`src/rtl/umwps_pkg.sv`:
```
// shared types and constants for the masked word pattern scan
// used by the channel interfaces, the window cells, the tally stage and the top level

package umwps_pkg;

  localparam int WORD_BITS     = 32;
  localparam int WINDOW_WORDS  = 32;
  localparam int IDX_BITS      = 5;
  localparam int LEN_BITS      = 6;
  localparam int ANCHOR_WORDS  = 4;
  localparam int POSITION_BITS = 20;
  localparam int COUNT_BITS    = POSITION_BITS + 1;
  localparam int STATUS_BITS   = 2;
  localparam int CFG_IDX_BITS  = 1;

  localparam logic [LEN_BITS-1:0] LEN_MIN = LEN_BITS'(ANCHOR_WORDS);
  localparam logic [LEN_BITS-1:0] LEN_MAX = LEN_BITS'(WINDOW_WORDS);
  localparam logic [LEN_BITS-1:0] LEN_RESET = LEN_BITS'(4);
  localparam logic [COUNT_BITS-1:0] COUNT_MAX = '1;

  localparam logic OP_LOAD = 1'b0;
  localparam logic OP_DATA = 1'b1;

  localparam logic [CFG_IDX_BITS-1:0] REG_PATTERN_LENGTH = 1'b0;
  localparam logic [CFG_IDX_BITS-1:0] REG_WILDCARD_MASK  = 1'b1;

  localparam logic [STATUS_BITS-1:0] STATUS_NONE      = 2'd0;
  localparam logic [STATUS_BITS-1:0] STATUS_UNIQUE    = 2'd1;
  localparam logic [STATUS_BITS-1:0] STATUS_AMBIGUOUS = 2'd2;

  typedef struct packed {
    logic [WORD_BITS-1:0] word;
    logic                 care;
  } lane_t;

  typedef struct packed {
    logic                  valid;
    logic                  last;
    logic                  window_ok;
    logic [COUNT_BITS-1:0] count;
  } judge_t;

endpackage

```
`src/rtl/umwps_cell.sv`:
```
// one window cell: holds one recent data word, hands it to the next cell on a shift
// and compares it against the pattern word aligned to it; depends on umwps_pkg

module umwps_cell (
  input  logic                            clk_i,
  input  logic                            rst_ni,
  input  logic                            shift_i,
  input  logic                            clear_i,
  input  logic [umwps_pkg::WORD_BITS-1:0] word_i,
  input  umwps_pkg::lane_t                lane_i,
  output logic [umwps_pkg::WORD_BITS-1:0] word_o,
  output logic                            ok_o
);

  logic [umwps_pkg::WORD_BITS-1:0] data_q, data_d;

  assign data_d = clear_i ? '0 : word_i;

  always_ff @(posedge clk_i or negedge rst_ni) begin
    if (!rst_ni) begin
      data_q <= '0;
    end else if (shift_i) begin
      data_q <= data_d;
    end
  end

  assign word_o = data_q;
  assign ok_o   = !lane_i.care || (data_q == lane_i.word);

endmodule

```
`config.mk`:
```
export PLATFORM = sky130hd
export DESIGN_NAME = umwps_cell
export DESIGN_NICKNAME = d
export VERILOG_FILES = /design/src/rtl/umwps_pkg.sv /design/src/rtl/umwps_cell.sv
export SDC_FILE = /design/constraint.sdc
export NUM_CORES = 1
export LEC_CHECK = 0
export ABC_AREA = 1
export BUFFER_PORTS_ARGS = -buffer_cell sky130_fd_sc_hd__buf_2
export CORE_ASPECT_RATIO = 1.25
export CORE_UTILIZATION = 36
export DETAILED_ROUTE_END_ITERATION = 8
export GPL_ROUTABILITY_DRIVEN = 0
export HOLD_SLACK_MARGIN = 0.06
export PLACE_DENSITY = 0.7
export SYNTH_ARGS = -nofsm -noshare
export SYNTH_HDL_FRONTEND = slang
export SYNTH_SLANG_ARGS = --single-unit
```
`constraint.sdc`:
```
create_clock -name clk_i -period 1.3 [get_ports clk_i]
set_clock_uncertainty 0.1 [all_clocks]
set_input_delay 0.26 -clock clk_i [delete_from_list [all_inputs] [get_ports clk_i]]
set_output_delay 0.26 -clock clk_i [all_outputs]
set_load 0.05 [all_outputs]
```
==> results.cfg <==
[final_layout]
finalInstanceArea_um2 = 3151
final_cells = 426
drive_gt1_share_pct = 52.19
largest_reg_flops = 32
nNetsFinal = 434
seqCellArea_um2 = 840.8
syn_to_final_growth_pct = 79.09
multi_input_area_um2 = 805.8
final_util_pct = 66.61
n_fill_cell = 403
n_antenna_cell = 0

[worst_setup_path]
crit_family = simple AND/OR/NAND/NOR gates
path_cells = inv_2 > nand2_1 > nand2_1 > nand2_1 > nor2_1 > nand2_1 > nor2_2 > nand2_2 > nand2_4 > buf_8
critPathLaunchType = register
cp_max_fo = 3
crit_type = register to primary output
cpMaxStageDelayCell = dfrtp_2
cp_common_cell = nand2_1
path_buf_inv = 2
critPathRequiredTime_ns = 0.94
end_kind = primary output
worstPathArrival_ns = 1.55
worst_path_largest_cell_delay_ns = 0.41

[clock_tree]
clock_latency_ns = 0.28
path_clk_slew_ns = 0.07
clock_path_buffers = 2
cts_made_buffers = 5
cts_tree = built
cts_root_buf = clkbuf_8
cts.sinks = 32
h-tree-depth = 2

[yosys]
syn_nets = 299
yosysTopAreaCell = dfrtp_1
yosys_warnings = 0
synth_cell_types = 12
netlist_instances = 230
synth_top_area_share_pct = 45.52
synthFlopType = dfrtp_1
ys_ff_latch = 32
synth.avg_cell_area_um2 = 7.649
synth_area_leaders = dfrtp_1, xnor2_1, nand2_1
yosysMostFrequentCell = nand2_1
synthTopCellsByCount = nand2_1, inv_1, dfrtp_1, nand3_1, xnor2_1
ys_seq_area_share_pct = 45.52
synth-edff-count = 0
ys_async_sr_fraction_pct = 100.0
syn_area_um2 = 1759

[power_and_ir_drop]
power.leakage_nw = 1.554
seqPwrFrac_pct = 37.2
p_total_mw = 3.117
max-vdd-ir-drop_mv = 0.5287
p_comb_share_pct = 37.6
power_switching_mw = 1.052
clkPwrFrac_pct = 25.2
p_per_area_nw_per_um2 = 989.3
p_sw_share_pct = 33.74
intPower_mw = 2.065

[detailed_routing]
final_antenna_net_count = 0
drt-total-wl_um = 5111
post-route-drc-count = 0
dr.pass1.iters = 4
routedWlPerCell_um = 12.00
vias = 1935
viasPerCell = 4.542
drt_iter0_markers = 69

[sta]
fmax_mhz = 523.4
timing.hold.ws_ns = 0.1124
finalSetupViolations = 24
hold_viol_final = 0
setup_ws_ns = -0.6105
drv_slew = 0
period_share_pct = 147.0
maxSlewHeadroom_pct = 77.70
worst_pin_slew_ns = 0.3345
fin_crit_ns = 1.911
rsz0062_at_grt = yes
setup_tns_ns = -1.431

[grt]
grt_pass1_vias = 1860
gr-usage-all-layers_pct = 19.73
grt_overflow = 0
grt_pass1_wl_um = 7707
antenna_found_initial = 0
grt_max_degree = 35

[placed_design]
port_buffers = 101
placed_cell_area_um2 = 2605
post-place-cells = 411
dp_hpwl_um = 3353
dp_slack_ns = -0.4205

[floorplan]
design.die.area_um2 = 5172
die_w_um = 64.53
core_um2 = 4730
boundaryPins = 102
die_height_um = 80.16
rows = 28
floorplan.initialDensity_pct = 37.20

[status]
outcome = finished, violations left
violations = negative setup slack

[worst_hold_path]
hold_class = input pin to register

[flow_run]
cap_violations = 0
## power groups by stage
stage	sequential, mW	clock, mW	combinational [mW]
3_3_place_gp	1.16	0	0.922
5_1_grt	1.17	0.855	1.25
3_5_place_dp	1.16	0	0.929
4_1_cts	1.15	0.818	1.09
2_1_floorplan	1.45	0	0.264
6_report	1.16	0.785	1.17
## path summary, 6_finish.rpt
| check | start | end | slack, ns | cells after the start |
|---|---|---|---|---|
| max | word_o[3] | ok_o | -0.61 | 10 |
| max reg2reg | word_o[23] | word_o[23] | 0.29 | 4 |
| min in group asynchronous | rst_ni | word_o[26] | 0.30 | 2 |
| min | word_i[10] | word_o[10] | 0.11 | 3 |
| max in group asynchronous | rst_ni | word_o[17] | 0.36 | 3 |
| min reg2reg | word_o[5] | word_o[5] | 0.48 | 2 |
## worst reg2reg max path: cells and delay by family (launching register included)
| kind | cells | cell delay, ns |
|---|---|---|
| buf+inv | 3 | 0.30 |
| compound gates | 1 | 0.07 |
| flops | 1 | 0.43 |
## layout by cell type (no fill, tap or decap)
cell type	synthesis	final
xnor2_2	0	6
nor2_2	0	3
clkbuf_4	0	3
inv_1	40	39
buf_8	0	24
nand2_4	0	1
nand2_1	49	47
nand3_1	32	32
dlygate4sd3_1	0	1
inv_2	2	3
nor2_1	10	7
nand2_2	0	1
xnor2_1	23	17
o21ai_0	17	17
buf_12	0	4
buf_6	0	24
buf_2	4	72
dfrtp_2	0	32
o21ai_1	15	15
buf_4	3	10
clkbuf_8	0	6
clkinv_2	0	2
## kinds of logic (layout without fill, tap and decap cells)
group	count (synthesis)	count (layout)	synth area share, %
simple gates	91	91	21.69
compound gates	32	32	9.104
flops	32	32	45.52
buf+inv	52	188	12.23
xor+xnor	23	23	11.45
## area by class of cell
class | instances | area share [%]
repair buffers | 138 | 37.41
flip-flops and latches | 32 | 26.69
well taps | 60 | 2.383
inverters | 42 | 5.004
clock inverters | 2 | 0.3177
clock buffers | 6 | 2.621
multi-input cells | 146 | 25.58
## what timing repair did
| action | in CTS | in global routing |
|---|---|---|
| resized for setup | 83 | 36 |
| hold buffers | 1 | 0 |
| endpoints found under the hold margin | 12 | 0 |
| setup endpoints to repair | 23 | 29 |
| pin swaps | 2 | 5 |
| setup buffers | 2 | 10 |
## layer usage
| layer | GRT usage (%) | share of wire [%] |
|---|---|---|
| met5 | 0 | 0 |
| met3 | 4.403 | 4.3 |
| met2 | 38.63 | 56 |
| met1 | 19.77 | 38 |
| met4 | 7.556 | 1.2 |
Note: power is estimated with default switching activity, not from simulation.
