## src/rtl/umwps_pkg.sv

```systemverilog
// shared types and constants for the masked word pattern scan
// used by the channel interfaces, the window cells, the tally stage and the top level

package umwps_pkg;

  localparam int WORD_BITS     = 32;
  localparam int WINDOW_WORDS  = 32;
  localparam int IDX_BITS      = 5;
  localparam int LEN_BITS      = 6;
  localparam int ANCHOR_WORDS  = 4;
  localparam int POSITION_BITS = 20;
  localparam int COUNT_BITS    = POSITION_BITS + 1;
  localparam int STATUS_BITS   = 2;
  localparam int CFG_IDX_BITS  = 1;

  localparam logic [LEN_BITS-1:0] LEN_MIN = LEN_BITS'(ANCHOR_WORDS);
  localparam logic [LEN_BITS-1:0] LEN_MAX = LEN_BITS'(WINDOW_WORDS);
  localparam logic [LEN_BITS-1:0] LEN_RESET = LEN_BITS'(4);
  localparam logic [COUNT_BITS-1:0] COUNT_MAX = '1;

  localparam logic OP_LOAD = 1'b0;
  localparam logic OP_DATA = 1'b1;

  localparam logic [CFG_IDX_BITS-1:0] REG_PATTERN_LENGTH = 1'b0;
  localparam logic [CFG_IDX_BITS-1:0] REG_WILDCARD_MASK  = 1'b1;

  localparam logic [STATUS_BITS-1:0] STATUS_NONE      = 2'd0;
  localparam logic [STATUS_BITS-1:0] STATUS_UNIQUE    = 2'd1;
  localparam logic [STATUS_BITS-1:0] STATUS_AMBIGUOUS = 2'd2;

  typedef struct packed {
    logic [WORD_BITS-1:0] word;
    logic                 care;
  } lane_t;

  typedef struct packed {
    logic                  valid;
    logic                  last;
    logic                  window_ok;
    logic [COUNT_BITS-1:0] count;
  } judge_t;

endpackage

```

## src/rtl/umwps_tally.sv

```systemverilog
// match tally: counts window hits per region, keeps the first offset and holds
// the result register of the output channel; depends on umwps_pkg

module umwps_tally (
  input  logic                                clk_i,
  input  logic                                rst_ni,
  input  logic                                adv_i,
  input  umwps_pkg::judge_t                   judge_i,
  input  logic [umwps_pkg::LEN_BITS-1:0]      len_i,
  output logic                                valid_o,
  output logic [umwps_pkg::STATUS_BITS-1:0]   status_o,
  output logic [umwps_pkg::POSITION_BITS-1:0] position_o
);

  logic [1:0]                          found_q, found_d, found_n;
  logic [umwps_pkg::POSITION_BITS-1:0] first_q, first_d, first_n;
  logic                                valid_q, valid_d;
  logic [umwps_pkg::STATUS_BITS-1:0]   status_q, status_d;
  logic [umwps_pkg::POSITION_BITS-1:0] pos_q, pos_d;
  logic [umwps_pkg::COUNT_BITS-1:0]    offset;
  logic                                hit;

  assign offset = judge_i.count - umwps_pkg::COUNT_BITS'(len_i);
  assign hit = judge_i.valid && judge_i.window_ok
               && (judge_i.count >= umwps_pkg::COUNT_BITS'(len_i))
               && !offset[umwps_pkg::COUNT_BITS-1];

  always_comb begin
    found_n = found_q;
    first_n = first_q;
    if (hit) begin
      if (found_q == 2'd0) begin
        first_n = offset[umwps_pkg::POSITION_BITS-1:0];
      end
      if (found_q != 2'd2) begin
        found_n = found_q + 2'd1;
      end
    end
  end

  always_comb begin
    found_d  = found_q;
    first_d  = first_q;
    valid_d  = valid_q;
    status_d = status_q;
    pos_d    = pos_q;
    if (adv_i) begin
      valid_d = judge_i.valid && judge_i.last;
      if (judge_i.valid) begin
        if (judge_i.last) begin
          found_d = 2'd0;
          first_d = '0;
          case (found_n)
            2'd0:    status_d = umwps_pkg::STATUS_NONE;
            2'd1:    status_d = umwps_pkg::STATUS_UNIQUE;
            default: status_d = umwps_pkg::STATUS_AMBIGUOUS;
          endcase
          pos_d = (found_n == 2'd1) ? first_n : '0;
        end else begin
          found_d = found_n;
          first_d = first_n;
        end
      end
    end
  end

  always_ff @(posedge clk_i or negedge rst_ni) begin
    if (!rst_ni) begin
      found_q <= 2'd0;
      first_q <= '0;
      valid_q <= 1'b0;
    end else begin
      found_q <= found_d;
      first_q <= first_d;
      valid_q <= valid_d;
    end
  end

  always_ff @(posedge clk_i) begin
    status_q <= status_d;
    pos_q    <= pos_d;
  end

  assign valid_o    = valid_q;
  assign status_o   = status_q;
  assign position_o = pos_q;

endmodule

```

## config.mk

```make
export PLATFORM = sky130hd
export DESIGN_NAME = umwps_tally
export DESIGN_NICKNAME = d
export VERILOG_FILES = /design/src/rtl/umwps_pkg.sv /design/src/rtl/umwps_tally.sv
export SDC_FILE = /design/constraint.sdc
export NUM_CORES = 1
export LEC_CHECK = 0
export ABC_AREA = 1
export BUFFER_PORTS_ARGS = -buffer_cell sky130_fd_sc_hd__buf_2
export CORE_ASPECT_RATIO = 0.75
export CORE_UTILIZATION = 60
export DETAILED_ROUTE_END_ITERATION = 10
export PLACE_DENSITY = 0.86
export SLEW_MARGIN = 15
export SYNTH_ARGS = -nofsm -noshare
export SYNTH_HDL_FRONTEND = slang
export SYNTH_SLANG_ARGS = --single-unit
```

## constraint.sdc

```tcl
create_clock -name clk_i -period 4.55 [get_ports clk_i]
set_input_delay 0.455 -clock clk_i [delete_from_list [all_inputs] [get_ports clk_i]]
set_output_delay 0.455 -clock clk_i [all_outputs]
set_load 0.03 [all_outputs]
```

==> out/results.tsv <==
stage	metric	value	unit
outcome	status	finished, final reports clean	
logic_synthesis	syn_area	3243	µm²
floorplan	die_area	5706	µm²
logic_synthesis	synth_cells	489	
global_route	grt_pass1_wl	13.01	mm
clock_tree	post_cts_resize_count	0	
cells_and_area	drive_above_1_share	19.07	%
floorplan	ios	56	
hold_path	hold_path_class	primary input to asynchronous set/reset pin	
logic_synthesis	synth_top_flop_cell	dfrtp_1	
critical_path	critPathArrivalTime	2.89	ns
floorplan	die_width	86.90	µm
clock_tree	cts_buffer_depth	2	
critical_path	rr_startpoint	found_q[0]	
logic_synthesis	synth_area_leaders	nand2_1 22%, edfxtp_1 20%, dfrtp_1 18%	
clock_tree	ctsRootBufferMaster	clkbuf_8	
timing	relSlewSlack	27.65	%
critical_path	worst_path_largest_cell_delay	0.40	ns
floorplan	die_h	65.67	µm
critical_path	r2r_end	position_o[12]	
route	vias_per_cell	5.224	
timing	fin_crit_sh	60.47	%
floorplan	core_area	5037	µm²
logic_synthesis	netlist.area_leader.share	22.22	%
timing	worst_slew_pin_slew	1.084	ns
logic_synthesis	ys_seq_elements	45	
route	post_drt_wl_per_cell	12.87	µm
critical_path	critical_path.most_common_cell	nand2_2	
place	dp_cells	604	
timing	tns	0	ns
timing	hold_viol	0	
power_and_ir_drop	power_leakage	1.869	nW
logic_synthesis	synth_top_area_cell	nand2_1	
power_and_ir_drop	power-per-cell-area	260.8	nW/µm²
global_route	overflow	0	
place	io_buffers	55	
critical_path	path_cells	buf_2 > inv_1 > ha_1 > fa_1 > inv_1 > nand3_1 > nand2_1 > nand3_1 > nand3_1 > nand2_2 > nor2_8 > nand2_2 > nand2_2 > nand2_2 > nor2_1	
timing	post-route-min-period	2.751	ns
cells_and_area	area_growth_syn_to_layout	11.65	%
timing	report.final.setup_viol	0	
critical_path	cp-start-kind	primary input	
floorplan	initial_core_util	64.38	%
clock_tree	cts_buffers	5	
floorplan	row_count	22	
route	firstDrtPassIters	5	
logic_synthesis	synth_most_common_cell	nand2_1	
logic_synthesis	synth.distinct_cells	29	
logic_synthesis	avgSynthCellArea	6.632	µm²
critical_path	worst-path-max-fanout	33	
critical_path	r2r_slack	2.47	ns
cells_and_area	stdcell_count	612	
global_route	antenna_found_initial	0	
clock_tree	cts_tree	built	
critical_path	critPathCaptureType	flop	
logic_synthesis	async_flop_share	51.11	%
logic_synthesis	synth-edff-count	22	
route	postRouteWirelength	7.874	mm
route	antenna_left	0	
timing	report.final.slew_viol_count	0	
timing	skew	0.005325	ns
route	drt_iter0_drc	202	
timing	grt_setup_unrepaired	no	
clock_tree	cts_sinks	45	
logic_synthesis	yosysWarnings	0	
global_route	grt_usage	29.94	%
route	drcViolationCount	0	
critical_path	crit_required	4.68	ns
clock_tree	h-tree-depth	2	
critical_path	crit_type	primary input to flop	
clock_tree	ctsHoldBuffers	0	
clock_tree	insertion_delay	0.29	ns
global_route	grt_max_degree	34	
critical_path	critPathSlowestCell	fa_1	
timing	fmax	363.5	MHz
critical_path	reg2reg_depth	7	
job	maxCapViolations	0	
place	hpwl	5.887	mm
clock_tree	path_clk_slew	0.08	ns
power_and_ir_drop	finalPower	0.9443	mW
cells_and_area	nets	580	
clock_tree	cts_setup_buffers	0	
logic_synthesis	synthTopCellsByCount	192 x nand2_1, 75 x inv_1, 41 x nand3_1	
place	place.gp.congestion	0.9568	
logic_synthesis	yosysSeqAreaShare	38.12	%
power_and_ir_drop	ir_drop	0.2615	mV
global_route	grt_pass1_vias	2944	
cells_and_area	antennaDiodeCount	0	
route	vias	3197	
logic_synthesis	syn_nets	530	
==> area by class of cell <==
type | instances | area [µm²]
multi-input combinational | 346 | 1607
fill | 445 | 1416
sequential | 45 | 1236
inverter | 84 | 315.3
timing repair buffer | 57 | 290.3
tap | 72 | 90.09
clock buffer | 6 | 72.57
clock inverter | 2 | 10.01
==> per-stage QoR <==
stage,setup WS [ns],hold WS [ns],util [%],instance area [µm²]
after detailed placement,1.500,0.4670,70.24,3538
after CTS,1.794,0.1495,71.88,3621
after global routing,1.531,0.1660,71.88,3621
final,1.799,0.1369,71.88,3621
after global placement,1.635,0.4613,70.24,3538
after floorplan,2.162,0.1594,-,3243
==> power by group <==
| part | internal (mW) | total [mW] | switching (mW) |
|---|---|---|---|
| Clock | 0.107 | 0.236 | 0.130 |
| Sequential | 0.447 | 0.459 | 0.0119 |
| Combinational | 0.0770 | 0.249 | 0.172 |
| Total | 0.630 | 0.944 | 0.314 |
==> cell families after synthesis <==
family | share of synthesized area, %
adders and majority gates | 3.318
and+or+nand+nor | 41.55
AOI/OAI and AO/OA | 4.321
xor gates and xnor gates | 0.2701
buffers and inverters | 12.42
DFF | 38.12
==> sequential cells by signal (all words and copies together), names as in the netlist <==
signal and count:
valid_o 1, position_o 20, status_o 2, found_q 2, first_q 20
==> layout by cell type, fill, tap and decap left out, drive strengths merged, types with 7 or more instances in the layout <==
| cell | count |
|---|---|
| nand4 | 10 |
| buf | 57 |
| o21ai | 21 |
| nand2 | 198 |
| nand3 | 44 |
| nor2 | 56 |
| ha | 7 |
| dfrtp | 23 |
| edfxtp | 22 |
| inv | 83 |
==> critical path: cells and delay by family <==
kind,cells,cell delay (ns)
simple gates,10,1.63
buf+inv,3,0.20
fa+ha+maj,2,0.61
==> routing by layer <==
metal	wire length [µm]	track usage, %
met5	0	0
met4	177	9.792
met3	527	5.025
met2	3670	50.20
met1	3498	39.56
==> worst max-delay path by stage <==
stage	start	endpoint	slack, ns	cells past startpoint
3_5_place_dp	judge_i[0]	position_o[12]	1.50	15
6_report	judge_i[0]	position_o[12]	1.80	15
3_3_place_gp	judge_i[0]	position_o[5]	1.64	15
4_1_cts	judge_i[0]	position_o[12]	1.79	15
5_1_grt	judge_i[0]	position_o[12]	1.53	15
2_1_floorplan	judge_i[0]	position_o[10]	2.16	16
(Power assumes the default switching activity.)
